==> src/stt_pkg.sv <==
`timescale 1ns / 1ps
// ----------------------------------------------------------------------------
// Shader source tokenizer package
// Scanner modes, character codes, token class codes and operator lookups.
// ----------------------------------------------------------------------------
package stt_pkg;

    typedef enum logic [3:0] {
        M_IDLE,
        M_HOLD,
        M_NUMBER,
        M_WORD,
        M_STRING,
        M_LINECMT,
        M_BLOCK,
        M_BLOCKSTAR,
        M_UTF8
    } t_mode;

    localparam int unsigned LEN_BITS   = 16;
    localparam int unsigned CLASS_BITS = 6;
    localparam int unsigned MAX_TOKENS = 3;

    localparam logic [7:0] CH_NUL        = 8'h00;
    localparam logic [7:0] CH_LF         = 8'h0A;
    localparam logic [7:0] CH_DQUOTE     = 8'h22;
    localparam logic [7:0] CH_HASH       = 8'h23;
    localparam logic [7:0] CH_PCT        = 8'h25;
    localparam logic [7:0] CH_STAR       = 8'h2A;
    localparam logic [7:0] CH_DOT        = 8'h2E;
    localparam logic [7:0] CH_SLASH      = 8'h2F;
    localparam logic [7:0] CH_COLON      = 8'h3A;
    localparam logic [7:0] CH_LT         = 8'h3C;
    localparam logic [7:0] CH_EQ         = 8'h3D;
    localparam logic [7:0] CH_GT         = 8'h3E;
    localparam logic [7:0] CH_BANG       = 8'h21;
    localparam logic [7:0] CH_BSLASH     = 8'h5C;
    localparam logic [7:0] CH_UNDERSCORE = 8'h5F;

    localparam logic [5:0] CLS_EOF        = 6'd0;
    localparam logic [5:0] CLS_NUMBER     = 6'd1;
    localparam logic [5:0] CLS_WORD       = 6'd2;
    localparam logic [5:0] CLS_STRING     = 6'd3;
    localparam logic [5:0] CLS_UNKNOWN    = 6'd4;
    localparam logic [5:0] CLS_DIV_ASSIGN = 6'd23;
    localparam logic [5:0] CLS_DOT        = 6'd53;
    localparam logic [5:0] CLS_ELLIPSIS   = 6'd54;

    function automatic logic [5:0] single_class(input logic [7:0] b);
        case (b)
            8'h7B:   single_class = 6'd5;
            8'h7D:   single_class = 6'd6;
            8'h5B:   single_class = 6'd7;
            8'h5D:   single_class = 6'd8;
            8'h28:   single_class = 6'd9;
            8'h29:   single_class = 6'd10;
            8'h2C:   single_class = 6'd11;
            8'h3B:   single_class = 6'd12;
            8'h7E:   single_class = 6'd13;
            8'h3F:   single_class = 6'd14;
            8'h5C:   single_class = 6'd15;
            default: single_class = 6'd0;
        endcase
    endfunction

    function automatic logic [5:0] held_class(input logic [7:0] b);
        case (b)
            8'h23:   held_class = 6'd16;
            8'h3A:   held_class = 6'd18;
            8'h2A:   held_class = 6'd20;
            8'h2F:   held_class = 6'd22;
            8'h25:   held_class = 6'd24;
            8'h21:   held_class = 6'd26;
            8'h3D:   held_class = 6'd28;
            8'h2B:   held_class = 6'd30;
            8'h2D:   held_class = 6'd33;
            8'h26:   held_class = 6'd36;
            8'h5E:   held_class = 6'd39;
            8'h7C:   held_class = 6'd42;
            8'h3C:   held_class = 6'd45;
            8'h3E:   held_class = 6'd49;
            8'h2E:   held_class = 6'd53;
            default: held_class = 6'd0;
        endcase
    endfunction

endpackage

==> src/stt_scanner.sv <==
`timescale 1ns / 1ps
// ----------------------------------------------------------------------------
// Shader source tokenizer scanner
// Front end: takes one source byte per transaction, updates the scanner
// state and produces up to three token entries for the queue.
// ----------------------------------------------------------------------------
module stt_scanner #(
    parameter int unsigned OFFSET_BITS = 32,
    parameter int unsigned LINE_BITS   = 20,
    parameter int unsigned COLUMN_BITS = 16,
    parameter int unsigned ENTRY_BITS  = 6 + 32 + 20 + 16 + 16 + 2
) (
    input  logic                  i_clk,
    input  logic                  i_rst_n,
    input  logic                  i_accept,
    input  logic [7:0]            i_data_byte,
    input  logic                  i_is_end,
    output logic [1:0]            o_push_n,
    output logic [ENTRY_BITS-1:0] o_push_data [stt_pkg::MAX_TOKENS]
);

    localparam int unsigned LB = stt_pkg::LEN_BITS;

    stt_pkg::t_mode          r_mode, n_mode;
    logic [7:0]              r_hb, n_hb;
    logic [1:0]              r_cnt, n_cnt;
    logic [OFFSET_BITS-1:0]  r_tso, n_tso;
    logic [LINE_BITS-1:0]    r_tsl, n_tsl;
    logic [COLUMN_BITS-1:0]  r_tsc, n_tsc;
    logic [LB-1:0]           r_len, n_len;
    logic [OFFSET_BITS-1:0]  r_off, n_off;
    logic [LINE_BITS-1:0]    r_line, n_line;
    logic [COLUMN_BITS-1:0]  r_col, n_col;
    logic [1:0]              r_urem, n_urem;
    logic                    r_esc, n_esc;

    function automatic logic [ENTRY_BITS-1:0] mk(
        input logic [5:0]             cls,
        input logic [OFFSET_BITS-1:0] off,
        input logic [LINE_BITS-1:0]   line,
        input logic [COLUMN_BITS-1:0] col,
        input logic [LB-1:0]          len,
        input logic                   bad,
        input logic                   last
    );
        mk = {cls, off, line, col, len, bad, last};
    endfunction

    always_comb begin
        logic [7:0]  b;
        logic        done;
        logic        hit;
        logic        to_idle;
        logic [1:0]  n;
        logic [5:0]  base;
        logic [5:0]  sc;
        logic [7:0]  lo;
        logic [7:0]  hi;
        logic        alnum;
        b = i_data_byte;
        n_mode = r_mode;
        n_hb = r_hb;
        n_cnt = r_cnt;
        n_tso = r_tso;
        n_tsl = r_tsl;
        n_tsc = r_tsc;
        n_len = r_len;
        n_off = r_off;
        n_line = r_line;
        n_col = r_col;
        n_urem = r_urem;
        n_esc = r_esc;
        n = 2'd0;
        done = 1'b0;
        hit = 1'b0;
        to_idle = 1'b0;
        base = 6'd0;
        sc = 6'd0;
        lo = 8'h80;
        hi = 8'hBF;
        alnum = ((b >= 8'h30) && (b <= 8'h39)) || ((b >= 8'h61) && (b <= 8'h7A))
            || ((b >= 8'h41) && (b <= 8'h5A)) || (b == stt_pkg::CH_UNDERSCORE);
        for (int i = 0; i < stt_pkg::MAX_TOKENS; i++) begin
            o_push_data[i] = '0;
        end
        if (i_is_end) begin
            base = stt_pkg::held_class(r_hb);
            case (r_mode)
                stt_pkg::M_HOLD: begin
                    if (r_cnt == 2'd2) begin
                        if (r_hb == stt_pkg::CH_DOT) begin
                            o_push_data[n] = mk(stt_pkg::CLS_DOT, r_tso, r_tsl, r_tsc,
                                LB'(1), 1'b0, 1'b0);
                            n = n + 2'd1;
                            o_push_data[n] = mk(stt_pkg::CLS_DOT,
                                (r_tso == '1) ? r_tso : r_tso + 1'b1, r_tsl,
                                (r_tsc == '1) ? r_tsc : r_tsc + 1'b1,
                                LB'(1), 1'b0, 1'b0);
                            n = n + 2'd1;
                        end else begin
                            o_push_data[n] = mk(base + 6'd1, r_tso, r_tsl, r_tsc,
                                LB'(2), 1'b0, 1'b0);
                            n = n + 2'd1;
                        end
                    end else begin
                        o_push_data[n] = mk(base, r_tso, r_tsl, r_tsc, LB'(1), 1'b0, 1'b0);
                        n = n + 2'd1;
                    end
                end
                stt_pkg::M_NUMBER: begin
                    o_push_data[n] = mk(stt_pkg::CLS_NUMBER, r_tso, r_tsl, r_tsc, r_len,
                        1'b0, 1'b0);
                    n = n + 2'd1;
                end
                stt_pkg::M_WORD: begin
                    o_push_data[n] = mk(stt_pkg::CLS_WORD, r_tso, r_tsl, r_tsc, r_len,
                        1'b0, 1'b0);
                    n = n + 2'd1;
                end
                stt_pkg::M_STRING: begin
                    o_push_data[n] = mk(stt_pkg::CLS_STRING, r_tso, r_tsl, r_tsc, r_len,
                        1'b0, 1'b0);
                    n = n + 2'd1;
                end
                stt_pkg::M_UTF8: begin
                    o_push_data[n] = mk(stt_pkg::CLS_UNKNOWN, r_tso, r_tsl, r_tsc, r_len,
                        1'b1, 1'b0);
                    n = n + 2'd1;
                end
                default: begin
                end
            endcase
            o_push_data[n] = mk(stt_pkg::CLS_EOF, r_off, r_line, r_col, '0, 1'b0, 1'b1);
            n = n + 2'd1;
            n_mode = stt_pkg::M_IDLE;
            n_hb = '0;
            n_cnt = '0;
            n_tso = '0;
            n_tsl = LINE_BITS'(1);
            n_tsc = COLUMN_BITS'(1);
            n_len = '0;
            n_off = '0;
            n_line = LINE_BITS'(1);
            n_col = COLUMN_BITS'(1);
            n_urem = '0;
            n_esc = 1'b0;
        end else begin
            for (int p = 0; p < 3; p++) begin
                if (!done) begin
                    hit = 1'b0;
                    to_idle = 1'b0;
                    case (n_mode)
                        stt_pkg::M_IDLE: begin
                            done = 1'b1;
                            sc = stt_pkg::single_class(b);
                            base = stt_pkg::held_class(b);
                            if ((b == 8'h20) || ((b >= 8'h09) && (b <= 8'h0D))
                                    || (b == stt_pkg::CH_NUL)) begin
                            end else if (alnum || (b == stt_pkg::CH_DQUOTE)) begin
                                if ((b >= 8'h30) && (b <= 8'h39)) begin
                                    n_mode = stt_pkg::M_NUMBER;
                                end else if (b == stt_pkg::CH_DQUOTE) begin
                                    n_mode = stt_pkg::M_STRING;
                                    n_esc = 1'b0;
                                end else begin
                                    n_mode = stt_pkg::M_WORD;
                                end
                                n_tso = r_off;
                                n_tsl = r_line;
                                n_tsc = r_col;
                                n_len = LB'(1);
                            end else if (sc != 6'd0) begin
                                o_push_data[n] = mk(sc, r_off, r_line, r_col, LB'(1),
                                    1'b0, 1'b0);
                                n = n + 2'd1;
                            end else if (base != 6'd0) begin
                                n_mode = stt_pkg::M_HOLD;
                                n_tso = r_off;
                                n_tsl = r_line;
                                n_tsc = r_col;
                                n_len = LB'(1);
                                n_hb = b;
                                n_cnt = 2'd1;
                            end else if (b < 8'h80) begin
                                o_push_data[n] = mk(stt_pkg::CLS_UNKNOWN, r_off, r_line,
                                    r_col, LB'(1), 1'b0, 1'b0);
                                n = n + 2'd1;
                            end else if ((b >= 8'hC2) && (b <= 8'hF4)) begin
                                n_mode = stt_pkg::M_UTF8;
                                n_tso = r_off;
                                n_tsl = r_line;
                                n_tsc = r_col;
                                n_len = LB'(1);
                                n_hb = b;
                                n_urem = (b < 8'hE0) ? 2'd1 : ((b < 8'hF0) ? 2'd2 : 2'd3);
                            end else begin
                                o_push_data[n] = mk(stt_pkg::CLS_UNKNOWN, r_off, r_line,
                                    r_col, LB'(1), 1'b1, 1'b0);
                                n = n + 2'd1;
                            end
                        end
                        stt_pkg::M_HOLD: begin
                            base = stt_pkg::held_class(n_hb);
                            if (n_cnt == 2'd2) begin
                                if (n_hb == stt_pkg::CH_DOT) begin
                                    if (b == stt_pkg::CH_DOT) begin
                                        o_push_data[n] = mk(stt_pkg::CLS_ELLIPSIS, n_tso,
                                            n_tsl, n_tsc, LB'(3), 1'b0, 1'b0);
                                        n = n + 2'd1;
                                        to_idle = 1'b1;
                                        done = 1'b1;
                                    end else begin
                                        o_push_data[n] = mk(stt_pkg::CLS_DOT, n_tso,
                                            n_tsl, n_tsc, LB'(1), 1'b0, 1'b0);
                                        n = n + 2'd1;
                                        n_tso = (n_tso == '1) ? n_tso : n_tso + 1'b1;
                                        n_tsc = (n_tsc == '1) ? n_tsc : n_tsc + 1'b1;
                                        n_cnt = 2'd1;
                                    end
                                end else if (b == stt_pkg::CH_EQ) begin
                                    o_push_data[n] = mk(base + 6'd2, n_tso, n_tsl, n_tsc,
                                        LB'(3), 1'b0, 1'b0);
                                    n = n + 2'd1;
                                    to_idle = 1'b1;
                                    done = 1'b1;
                                end else begin
                                    o_push_data[n] = mk(base + 6'd1, n_tso, n_tsl, n_tsc,
                                        LB'(2), 1'b0, 1'b0);
                                    n = n + 2'd1;
                                    to_idle = 1'b1;
                                end
                            end else begin
                                case (n_hb)
                                    stt_pkg::CH_DOT: begin
                                        if ((b >= 8'h30) && (b <= 8'h39)) begin
                                            n_mode = stt_pkg::M_NUMBER;
                                            n_hb = '0;
                                            n_cnt = '0;
                                            n_len = LB'(2);
                                            hit = 1'b1;
                                        end else if (b == stt_pkg::CH_DOT) begin
                                            n_cnt = 2'd2;
                                            hit = 1'b1;
                                        end
                                    end
                                    stt_pkg::CH_SLASH: begin
                                        if ((b == stt_pkg::CH_SLASH)
                                                || (b == stt_pkg::CH_STAR)) begin
                                            n_mode = (b == stt_pkg::CH_SLASH)
                                                ? stt_pkg::M_LINECMT : stt_pkg::M_BLOCK;
                                            n_hb = '0;
                                            n_cnt = '0;
                                            n_len = '0;
                                            hit = 1'b1;
                                        end else if (b == stt_pkg::CH_EQ) begin
                                            o_push_data[n] = mk(stt_pkg::CLS_DIV_ASSIGN,
                                                n_tso, n_tsl, n_tsc, LB'(2), 1'b0, 1'b0);
                                            n = n + 2'd1;
                                            to_idle = 1'b1;
                                            hit = 1'b1;
                                        end
                                    end
                                    stt_pkg::CH_HASH, stt_pkg::CH_COLON: begin
                                        if (b == n_hb) begin
                                            o_push_data[n] = mk(base + 6'd1, n_tso, n_tsl,
                                                n_tsc, LB'(2), 1'b0, 1'b0);
                                            n = n + 2'd1;
                                            to_idle = 1'b1;
                                            hit = 1'b1;
                                        end
                                    end
                                    stt_pkg::CH_STAR, stt_pkg::CH_PCT, stt_pkg::CH_BANG,
                                    stt_pkg::CH_EQ: begin
                                        if (b == stt_pkg::CH_EQ) begin
                                            o_push_data[n] = mk(base + 6'd1, n_tso, n_tsl,
                                                n_tsc, LB'(2), 1'b0, 1'b0);
                                            n = n + 2'd1;
                                            to_idle = 1'b1;
                                            hit = 1'b1;
                                        end
                                    end
                                    stt_pkg::CH_LT, stt_pkg::CH_GT: begin
                                        if (b == n_hb) begin
                                            n_cnt = 2'd2;
                                            hit = 1'b1;
                                        end else if (b == stt_pkg::CH_EQ) begin
                                            o_push_data[n] = mk(base + 6'd3, n_tso, n_tsl,
                                                n_tsc, LB'(2), 1'b0, 1'b0);
                                            n = n + 2'd1;
                                            to_idle = 1'b1;
                                            hit = 1'b1;
                                        end
                                    end
                                    default: begin
                                        if ((b == n_hb) || (b == stt_pkg::CH_EQ)) begin
                                            o_push_data[n] = mk((b == n_hb) ? base + 6'd1
                                                : base + 6'd2, n_tso, n_tsl, n_tsc,
                                                LB'(2), 1'b0, 1'b0);
                                            n = n + 2'd1;
                                            to_idle = 1'b1;
                                            hit = 1'b1;
                                        end
                                    end
                                endcase
                                if (hit) begin
                                    done = 1'b1;
                                end else begin
                                    o_push_data[n] = mk(base, n_tso, n_tsl, n_tsc, LB'(1),
                                        1'b0, 1'b0);
                                    n = n + 2'd1;
                                    to_idle = 1'b1;
                                end
                            end
                        end
                        stt_pkg::M_NUMBER, stt_pkg::M_WORD: begin
                            if (alnum || ((n_mode == stt_pkg::M_NUMBER)
                                    && (b == stt_pkg::CH_DOT))) begin
                                n_len = (n_len == '1) ? n_len : n_len + 1'b1;
                                done = 1'b1;
                            end else begin
                                o_push_data[n] = mk((n_mode == stt_pkg::M_NUMBER)
                                    ? stt_pkg::CLS_NUMBER : stt_pkg::CLS_WORD,
                                    n_tso, n_tsl, n_tsc, n_len, 1'b0, 1'b0);
                                n = n + 2'd1;
                                to_idle = 1'b1;
                            end
                        end
                        stt_pkg::M_STRING: begin
                            done = 1'b1;
                            n_len = (n_len == '1) ? n_len : n_len + 1'b1;
                            if (n_esc) begin
                                n_esc = 1'b0;
                            end else if (b == stt_pkg::CH_BSLASH) begin
                                n_esc = 1'b1;
                            end else if (b == stt_pkg::CH_DQUOTE) begin
                                o_push_data[n] = mk(stt_pkg::CLS_STRING, n_tso, n_tsl,
                                    n_tsc, n_len, 1'b0, 1'b0);
                                n = n + 2'd1;
                                to_idle = 1'b1;
                            end
                        end
                        stt_pkg::M_LINECMT: begin
                            done = 1'b1;
                            if (b == stt_pkg::CH_LF) begin
                                n_mode = stt_pkg::M_IDLE;
                            end
                        end
                        stt_pkg::M_BLOCK: begin
                            done = 1'b1;
                            if (b == stt_pkg::CH_STAR) begin
                                n_mode = stt_pkg::M_BLOCKSTAR;
                            end
                        end
                        stt_pkg::M_BLOCKSTAR: begin
                            done = 1'b1;
                            if (b == stt_pkg::CH_SLASH) begin
                                n_mode = stt_pkg::M_IDLE;
                            end else if (b != stt_pkg::CH_STAR) begin
                                n_mode = stt_pkg::M_BLOCK;
                            end
                        end
                        stt_pkg::M_UTF8: begin
                            lo = 8'h80;
                            hi = 8'hBF;
                            if (n_len == LB'(1)) begin
                                if (n_hb == 8'hE0) begin
                                    lo = 8'hA0;
                                end else if (n_hb == 8'hED) begin
                                    hi = 8'h9F;
                                end else if (n_hb == 8'hF0) begin
                                    lo = 8'h90;
                                end else if (n_hb == 8'hF4) begin
                                    hi = 8'h8F;
                                end
                            end
                            if ((b >= lo) && (b <= hi) && (n_urem != 2'd0)) begin
                                done = 1'b1;
                                n_len = (n_len == '1) ? n_len : n_len + 1'b1;
                                n_urem = n_urem - 2'd1;
                                if (n_urem == 2'd0) begin
                                    o_push_data[n] = mk(stt_pkg::CLS_UNKNOWN, n_tso, n_tsl,
                                        n_tsc, n_len, 1'b0, 1'b0);
                                    n = n + 2'd1;
                                    to_idle = 1'b1;
                                end
                            end else begin
                                o_push_data[n] = mk(stt_pkg::CLS_UNKNOWN, n_tso, n_tsl,
                                    n_tsc, n_len, 1'b1, 1'b0);
                                n = n + 2'd1;
                                to_idle = 1'b1;
                            end
                        end
                        default: begin
                            to_idle = 1'b1;
                        end
                    endcase
                    if (to_idle) begin
                        n_mode = stt_pkg::M_IDLE;
                        n_hb = '0;
                        n_cnt = '0;
                        n_urem = '0;
                        n_esc = 1'b0;
                        n_len = '0;
                    end
                end
            end
            n_off = (r_off == '1) ? r_off : r_off + 1'b1;
            if (b == stt_pkg::CH_LF) begin
                n_line = (r_line == '1) ? r_line : r_line + 1'b1;
                n_col = COLUMN_BITS'(1);
            end else begin
                n_col = (r_col == '1) ? r_col : r_col + 1'b1;
            end
        end
        o_push_n = i_accept ? n : 2'd0;
    end

    always_ff @(posedge i_clk) begin
        if (!i_rst_n) begin
            r_mode <= stt_pkg::M_IDLE;
            r_hb <= '0;
            r_cnt <= '0;
            r_tso <= '0;
            r_tsl <= LINE_BITS'(1);
            r_tsc <= COLUMN_BITS'(1);
            r_len <= '0;
            r_off <= '0;
            r_line <= LINE_BITS'(1);
            r_col <= COLUMN_BITS'(1);
            r_urem <= '0;
            r_esc <= 1'b0;
        end else if (i_accept) begin
            r_mode <= n_mode;
            r_hb <= n_hb;
            r_cnt <= n_cnt;
            r_tso <= n_tso;
            r_tsl <= n_tsl;
            r_tsc <= n_tsc;
            r_len <= n_len;
            r_off <= n_off;
            r_line <= n_line;
            r_col <= n_col;
            r_urem <= n_urem;
            r_esc <= n_esc;
        end
    end

endmodule

==> src/stt_queue.sv <==
`timescale 1ns / 1ps
// ----------------------------------------------------------------------------
// Shader source tokenizer token queue
// Eight-entry queue that takes up to three entries and gives one per cycle while popped.
// ----------------------------------------------------------------------------
module stt_queue #(
    parameter int unsigned ENTRY_BITS = 92
) (
    input  logic                  i_clk,
    input  logic                  i_rst_n,
    input  logic [1:0]            i_push_n,
    input  logic [ENTRY_BITS-1:0] i_push_data [stt_pkg::MAX_TOKENS],
    input  logic                  i_pop,
    output logic [ENTRY_BITS-1:0] o_head,
    output logic                  o_empty,
    output logic                  o_full
);

    localparam int unsigned DEPTH = 8;
    localparam int unsigned AW    = $clog2(DEPTH);

    logic [ENTRY_BITS-1:0] r_mem [DEPTH];
    logic [AW-1:0]         r_wr, n_wr;
    logic [AW-1:0]         r_rd, n_rd;
    logic [AW:0]           r_count, n_count;

    assign o_head  = r_mem[r_rd];
    assign o_empty = (r_count == '0);
    assign o_full  = (r_count > (AW + 1)'(DEPTH - stt_pkg::MAX_TOKENS));

    always_comb begin
        n_wr = r_wr + AW'(i_push_n);
        n_rd = i_pop ? r_rd + 1'b1 : r_rd;
        n_count = r_count + (AW + 1)'(i_push_n) - (AW + 1)'(i_pop);
    end

    always_ff @(posedge i_clk) begin
        for (int k = 0; k < stt_pkg::MAX_TOKENS; k++) begin
            if (k < int'(i_push_n)) begin
                r_mem[r_wr + AW'(k)] <= i_push_data[k];
            end
        end
    end

    always_ff @(posedge i_clk) begin
        if (!i_rst_n) begin
            r_wr <= '0;
            r_rd <= '0;
            r_count <= '0;
        end else begin
            r_wr <= n_wr;
            r_rd <= n_rd;
            r_count <= n_count;
        end
    end

`ifndef SYNTH
    a_count_bound: assert property (@(posedge i_clk) disable iff (!i_rst_n)
        r_count <= (AW + 1)'(DEPTH)) else $error("queue count above depth");
    a_no_pop_empty: assert property (@(posedge i_clk) disable iff (!i_rst_n)
        i_pop |-> !o_empty) else $error("pop from empty queue");
    a_no_push_full: assert property (@(posedge i_clk) disable iff (!i_rst_n)
        (i_push_n != 2'd0) |-> !o_full) else $error("push into full queue");
    a_count_track: assert property (@(posedge i_clk) disable iff (!i_rst_n)
        (i_push_n == 2'd0) && !i_pop |=> $stable(r_count))
        else $error("queue count moved without traffic");
`endif

endmodule

==> src/stt_emit.sv <==
`timescale 1ns / 1ps
// ----------------------------------------------------------------------------
// Shader source tokenizer output stage
// Back end: takes entries from the queue into the output register and holds
// them while the receiver stalls.
// ----------------------------------------------------------------------------
module stt_emit #(
    parameter int unsigned ENTRY_BITS = 92
) (
    input  logic                  i_clk,
    input  logic                  i_rst_n,
    input  logic [ENTRY_BITS-1:0] i_head,
    input  logic                  i_empty,
    input  logic                  i_stall,
    output logic                  o_pop,
    output logic                  o_valid,
    output logic [ENTRY_BITS-1:0] o_data
);

    logic                  r_valid;
    logic [ENTRY_BITS-1:0] r_data;

    assign o_pop   = !i_empty && (!r_valid || !i_stall);
    assign o_valid = r_valid;
    assign o_data  = r_data;

    always_ff @(posedge i_clk) begin
        if (o_pop) begin
            r_data <= i_head;
        end
    end

    always_ff @(posedge i_clk) begin
        if (!i_rst_n) begin
            r_valid <= 1'b0;
        end else if (o_pop) begin
            r_valid <= 1'b1;
        end else if (!i_stall) begin
            r_valid <= 1'b0;
        end
    end

endmodule

==> src/shader_source_tokenizer.sv <==
`timescale 1ns / 1ps
// ----------------------------------------------------------------------------
// Shader source tokenizer
// Streaming lexer for shader source text, one byte per transaction.
// ----------------------------------------------------------------------------
// Use: source bytes enter on the input channel (i_in_valid, o_in_stall) with
// i_is_end low; one transaction with i_is_end high closes the source, flushes
// any pending token and produces the end-of-file token with o_last_token set.
// Tokens leave on the output channel (o_out_valid, i_out_stall), one per
// transaction, with class, start offset, line, column, length and flags.
// A byte is taken every cycle while the token queue has room for three
// entries; the scanner state update, registered on each accepted byte, sets this.
// A token reaches the output through the queue and then the output register.
// A byte that completes several tokens fills the queue faster than one per
// cycle drains it, so bursts of short operators can briefly raise o_in_stall.
// When the receiver stalls, the output register holds its transaction, the
// queue fills and then o_in_stall rises; nothing is lost.
// Reset clears the scanner to its start of source position (line 1, column
// 1, offset 0) and empties the queue; no clearing pass is needed.
// ----------------------------------------------------------------------------
module shader_source_tokenizer #(
    parameter int unsigned OFFSET_BITS = 32,
    parameter int unsigned LINE_BITS   = 20,
    parameter int unsigned COLUMN_BITS = 16
) (
    input  logic                   i_clk,
    input  logic                   i_rst_n,
    input  logic                   i_in_valid,
    output logic                   o_in_stall,
    input  logic [7:0]             i_data_byte,
    input  logic                   i_is_end,
    output logic                   o_out_valid,
    input  logic                   i_out_stall,
    output logic [5:0]             o_token_class,
    output logic [OFFSET_BITS-1:0] o_start_offset,
    output logic [LINE_BITS-1:0]   o_start_line,
    output logic [COLUMN_BITS-1:0] o_start_column,
    output logic [15:0]            o_token_bytes,
    output logic                   o_bad_utf8,
    output logic                   o_last_token
);

    localparam int unsigned ENTRY_BITS = stt_pkg::CLASS_BITS + OFFSET_BITS + LINE_BITS
        + COLUMN_BITS + stt_pkg::LEN_BITS + 2;

    logic                  accept;
    logic [1:0]            push_n;
    logic [ENTRY_BITS-1:0] push_data [stt_pkg::MAX_TOKENS];
    logic [ENTRY_BITS-1:0] head;
    logic                  empty;
    logic                  full;
    logic                  pop;
    logic [ENTRY_BITS-1:0] out_data;

    assign o_in_stall = full;
    assign accept = i_in_valid && !full;

    stt_scanner #(
        .OFFSET_BITS(OFFSET_BITS),
        .LINE_BITS  (LINE_BITS),
        .COLUMN_BITS(COLUMN_BITS),
        .ENTRY_BITS (ENTRY_BITS)
    ) u_scanner (
        .i_clk      (i_clk),
        .i_rst_n    (i_rst_n),
        .i_accept   (accept),
        .i_data_byte(i_data_byte),
        .i_is_end   (i_is_end),
        .o_push_n   (push_n),
        .o_push_data(push_data)
    );

    stt_queue #(
        .ENTRY_BITS(ENTRY_BITS)
    ) u_queue (
        .i_clk      (i_clk),
        .i_rst_n    (i_rst_n),
        .i_push_n   (push_n),
        .i_push_data(push_data),
        .i_pop      (pop),
        .o_head     (head),
        .o_empty    (empty),
        .o_full     (full)
    );

    stt_emit #(
        .ENTRY_BITS(ENTRY_BITS)
    ) u_emit (
        .i_clk  (i_clk),
        .i_rst_n(i_rst_n),
        .i_head (head),
        .i_empty(empty),
        .i_stall(i_out_stall),
        .o_pop  (pop),
        .o_valid(o_out_valid),
        .o_data (out_data)
    );

    assign {o_token_class, o_start_offset, o_start_line, o_start_column,
            o_token_bytes, o_bad_utf8, o_last_token} = out_data;

endmodule

==> config.mk <==
export PLATFORM = sky130hd
export DESIGN_NAME = shader_source_tokenizer
export DESIGN_NICKNAME = d
export VERILOG_FILES = /design/src/stt_pkg.sv /design/src/stt_scanner.sv /design/src/stt_queue.sv /design/src/stt_emit.sv /design/src/shader_source_tokenizer.sv
export SDC_FILE = /design/constraint.sdc
export NUM_CORES = 2
export LEC_CHECK = 0
export BUFFER_PORTS_ARGS = -buffer_cell sky130_fd_sc_hd__buf_2
export CAP_MARGIN = 5
export CELL_PAD_IN_SITES_DETAIL_PLACEMENT = 0
export CELL_PAD_IN_SITES_GLOBAL_PLACEMENT = 2
export CORE_UTILIZATION = 35
export DETAILED_ROUTE_END_ITERATION = 12
export HOLD_SLACK_MARGIN = 0.02
export PLACE_DENSITY_LB_ADDON = 0.1
export SLEW_MARGIN = 25
export SYNTH_ARGS = -nofsm -noshare
export SYNTH_HDL_FRONTEND = slang
export SYNTH_SLANG_ARGS = --single-unit
==> constraint.sdc <==
create_clock -name i_clk -period 24.4 [get_ports i_clk]
set_input_delay 1.22 -clock i_clk [delete_from_list [all_inputs] [get_ports i_clk]]
set_output_delay 1.22 -clock i_clk [all_outputs]
set_load 0.02 [all_outputs]
Word-level counts from Yosys, hierarchy flattened

Memory sizes are Yosys's and may differ from the RTL's. A register that Yosys moved wholly into a read port is not among the register bits.
Cells that the tools add are included.

Equality and inequality tests: 137
Muxes and demuxes: 764
Reduce and logical (&&, ||, !) cells: 79
Order comparisons: 35
Bitwise logic cells: 6
Add/sub/neg operators: 37

Operator list:

| kind                                                            | count |
|---|---|
| 276-bit two-way mux                                             | 62 |
| 276-bit bitwise mux                                             | 32 |
| 276-bit case mux with 5 select lines                            | 4 |
| 92-bit two-way mux                                              | 33 |
| 92-bit case mux with 5 select lines                             | 3 |
| 16-bit two-way mux                                              | 82 |
| 32-bit two-way mux                                              | 37 |
| 92-bit demux with 2-bit select                                  | 6 |
| 20-bit two-way mux                                              | 29 |
| 8-bit two-way mux                                               | 72 |
| 8-bit by 6-bit == test with 1-bit output, second input constant | 59 |
| 184-bit two-way mux                                             | 2 |
| 6-bit case mux with 15 select lines                             | 4 |
| 2-bit two-way mux                                               | 143 |
| 89-bit two-way mux                                              | 3 |
| 16-bit case mux with 5 select lines                             | 3 |
| 4-bit two-way mux                                               | 48 |
| 16-bit case mux with 2 select lines                             | 6 |
| 32-bit case mux with 2 select lines                             | 3 |
| 6-bit two-way mux                                               | 31 |
| 88-bit two-way mux                                              | 2 |
| 32-bit by 1-bit adder with 32-bit output, second input constant | 4 |
| 32-bit == test, second input constant                           | 4 |
| 8-bit by 7-bit == test with 1-bit output, second input constant | 15 |
| 70 further kinds                                                | 371 |

RAM bits: 736
Memories kept: 1
Output and inout port bits: 94
Logic and storage cells: 1075
Register bits: 180
Input bits: 13

Memory list:

| name          | depth | width | rd ports | clocked after Yosys merged registers in | write ports | line            | text |
|---|---|---|---|---|---|---|---|
| u_queue.r_mem | 8     | 92    | 1        | 1                                       | 3           | stt_queue.sv:22 | `logic [ENTRY_BITS-1:0] r_mem [DEPTH];` |

Longest topological paths before layout

Depth after elaboration: 55
Depth in mapped cells: 52

By module

From an unflattened synthesis, not the netlist that was laid out.

Cell total of the unflattened synthesis: 9979
Area total of the unflattened synthesis: 82384.0 µm²

By module, submodules not included:

| module                  | area an instance (µm²) | sequential area each (µm²) | cells each | times used |
|---|---|---|---|---|
| stt_queue               | 49658.9                | 22361.4                    | 5179       | 1 |
| stt_scanner             | 29908.7                | 3383.2                     | 4703       | 1 |
| stt_emit                | 2802.7                 | 2782.7                     | 96         | 1 |
| shader_source_tokenizer | 13.8                   | 0.0                        | 1          | 1 |

Least setup slack after synthesis

Ideal clock, no wire load.

Path kind: input to register
Start: input port i_data_byte[2]
End: memory u_queue.r_mem[1][0] (enable)
Setup slack: 8.264 ns
Arrival: 15.467 ns
Stages: 44
Setup time: 0.670 ns
Path through: buf_2 -> buf_2 -> and2_1 -> o2111a_1 -> buf_2 -> nor2_1 -> o221ai_1 -> a21oi_2 -> clkinv_1 -> ha_1 -> a21oi_1 -> nand2_1 -> o211a_1 -> buf_4 -> nand2_2 -> buf_2 -> clkbuf_1 -> a311oi_1 -> (+8 left out) -> nor2_1 -> nand3_1 -> o211a_1 -> o32ai_1 -> nor2_1 -> a31oi_2 -> inv_1 -> ha_1 -> or3_1 -> o32ai_1 -> a21o_1 -> buf_4 -> inv_2 -> buf_6 -> buf_4 -> nand2_1 -> nand2_1 -> o21ai_0

RTL lines:

| item            | line                          | text |
|---|---|---|
| start, declared | shader_source_tokenizer.sv:30 | `input logic [7:0] i_data_byte,` |
| end, declared   | stt_queue.sv:22               |  |

==> reports/summary.txt <==
DIE AREA: 202,000 um2
GR Util All Layers: 39.3%
Syn Inst Count: 7,428
Avg WL per Cell: 41.0 um
CP max FO: 43
Top Ports: 107
Via Count: 72.0k
Worst VDD drop: 0.0829 mV
Syn nets: 7,509
Fillcell total: 19.7k
Final Setup Violations: 0
Critical path startpoint category: primary input
Most frequent cells in the layout: 828 x edfxtp_1, 803 x nand2_1, 679 x nor2_1, 421 x buf_4, 390 x a21oi_1
Unrepaired setup endpoints after global routing: false
Cell variety after synth: 130
H-tree depth: 3
Setup crit end kind: flop
Clock skew: 0.0570 ns
Residual DRC: 0
CTS Buffer Depth: 3
Hold Path Class: reg -> reg
Total congestion overflow: 0
Fin nets: 7,424
Ys flop type: edfxtp_1
# port buffers: 106
Endpoints failing hold: 0
Max-cap violations: 0
Drt pass-1 iters: 10
Die X: 450 um
Post-synth EDFFs: 828
Synth warnings: 0
Max incr delay on CP: 0.78 ns
Clk sinks: 1,008
Avg Cell Area, Syn: 9.44 um2
Min Clock Period, post-route: 13.84 ns
LEAKAGE: 26.2 nW
Worst relative slew slack: 14.2%
Critical path's slowest cell: buf_4
Post-CTS setup buffers: 0
Antenna violations before repair: 22
Status: finished clean
CTS Hold Bufs: 0
Pins Over Slew Limit: 0
Final worst slack: 10.56 ns
CTS clk-pin slew, worst paths: 0.06 ns
CTS Buf Count: 119
Most common cell after layout, fill and taps aside: edfxtp_1
Critical path's most frequent cell: nand2_1
GP Congestion: 0.997
Clk Latency, worst-skew pair: 0.82 ns
First-pass GRT wire length: 562 mm
Total wire length: 413 mm
Critical Path AT: 14.24 ns
Via density: 7.13
Ys async rst share: 0%
Initial Util: 35.4%
Mapped Area: 70,100 um2
Post-Route Setup TNS: 0 ns
Resize count post-CTS: 0
Kind of critical path: in -> reg
Register area share after synthesis: 40.6%
Number of global-route vias before repair: 66.6k
Power Density: 91.0 nW/um2
Fmax: 72.2 MHz
CP required: 24.80 ns
Post-synthesis register bit count: 1,008
Post-DP HPWL: 274 mm
Synthesis-to-finish area growth: 12.5%
Initial detailed-routing violation count: 11.6k
Largest net degree at the start of global routing: 61
Fin crit share: 56.7%
CTS tree: built
Die Height: 450 um
Pre-CTS setup slack: 10.08 ns
Detail Route Antenna Nets: 0
Placeable Area: 198,000 um2
Layout cells sized above 1: 17.2%
Worst Tran Pin Value: 1.29 ns
Rows: 163
CTS Root Cell: clkbuf_16
## where the power goes
part           total (mW)  switching [mW]  internal [mW]  leakage (nW)
logic                3.09            2.21          0.873          15.3
registers            2.31           0.112           2.19          9.14
clock network        1.79           0.815          0.972          1.79
total                7.18            3.14           4.04          26.2
## per-stage QoR
| step | hold slack, ns | cells | power [mW] | cell area, um2 | utilization (%) |
|---|---|---|---|---|---|
| after CTS | 0.476 | 10100 | 7.08 | 78600 | 39.7 |
| after floorplan | 0.441 | 7428 | 4.00 | 70100 | - |
| final | 0.476 | 10100 | 7.18 | 78900 | 39.8 |
| after detailed placement | 0.472 | 9847 | 5.31 | 74900 | 37.8 |
| after global placement | 0.457 | 9833 | 5.31 | 74700 | 37.7 |
| after global routing | 0.498 | 10100 | 7.31 | 78900 | 39.8 |
## state kept, by name, summed over array words and instances (netlist names), 4 cells and up
name,cells
u_scanner.r_off,32
u_scanner.r_mode,4
u_scanner.r_tso,32
u_emit.o_data,92
u_scanner.r_col,16
u_scanner.r_line,20
u_scanner.r_tsl,20
u_scanner.r_tsc,16
u_scanner.r_len,16
u_queue.r_mem,736
u_scanner.r_hb,8
u_queue.r_count,4
## per-layer routing
layer	vias up	share of wire (%)	track usage, %	wire length (um)
met2	5409	41	56.0	170000
met3	1154	12	10.5	50100
met5	-	0.027	0	112
li1	29100	-	-	-
met4	16	6.2	20.9	25600
met1	36300	40	54.0	167000
## worst paths after layout
| kind | to | from | slack (ns) | cells after the start |
|---|---|---|---|---|
| setup / recovery | u_queue.r_mem[2][79] | i_data_byte[4] | 10.56 | 42 |
| hold / removal | u_scanner.r_urem[1] | u_scanner.r_urem[1] | 0.48 | 2 |
| setup reg to reg | u_queue.r_mem[2][79] | u_scanner.r_len[3] | 10.63 | 41 |
| hold reg to reg | u_scanner.r_urem[1] | u_scanner.r_urem[1] | 0.48 | 2 |
## area by class of cell
| class | instances | area, um2 | share of cell area, % |
|---|---|---|---|
| antenna | 8 | 20.0 | 0.0254 |
| clock buffer | 154 | 3140 | 3.98 |
| clock inverter | 64 | 603 | 0.765 |
| inverter | 104 | 390 | 0.495 |
| multi-input combinational | 5569 | 39100 | 49.6 |
| sequential | 1008 | 28500 | 36.1 |
| tap | 2640 | 3300 | 4.19 |
| timing repair buffer | 541 | 3850 | 4.88 |
## critical path, delay by kind of cell
| kind | cells | cell delay (ns) |
|---|---|---|
| AND/OR/NAND/NOR | 17 | 4.04 |
| AO/OA/AOI/OAI | 14 | 4.01 |
| buffers and inverters | 8 | 3.97 |
| adder cells (fa/ha/maj) | 3 | 0.78 |
## Yosys cell counts, drive strengths merged (54+ instances only)
cell	number	area [um2]
edfxtp	828	24900
nand2	821	3090
nor2	711	2720
clkbuf	528	1980
o21ai	497	2520
a21oi	411	2110
o221ai	293	2570
a22oi	259	1960
buf	219	1070
mux4	184	4140
dfxtp	180	3600
o22ai	180	1140
nand3	172	866
a221oi	160	1570
a21o	149	1120
nor3	121	663
inv	100	375
a22o	94	823
mux2	94	1060
o211ai	83	633
a31oi	76	482
o21a	76	571
xor2	69	604
ha	66	826
nand4	65	413
xnor2	61	534
mux2i	59	591
and2	54	338
## cells by family after synthesis
group,Yosys count,share of synthesized area [%]
AOI/OAI and AO/OA,2746,28.2
and+or+nand+nor,2288,15.2
DFF,1008,40.6
buffers and inverters,851,4.91
muxes,337,8.26
xor gates and xnor gates,130,1.62
adders and majority gates,68,1.23
No activity file was read; power rests on OpenSTA's default activity.
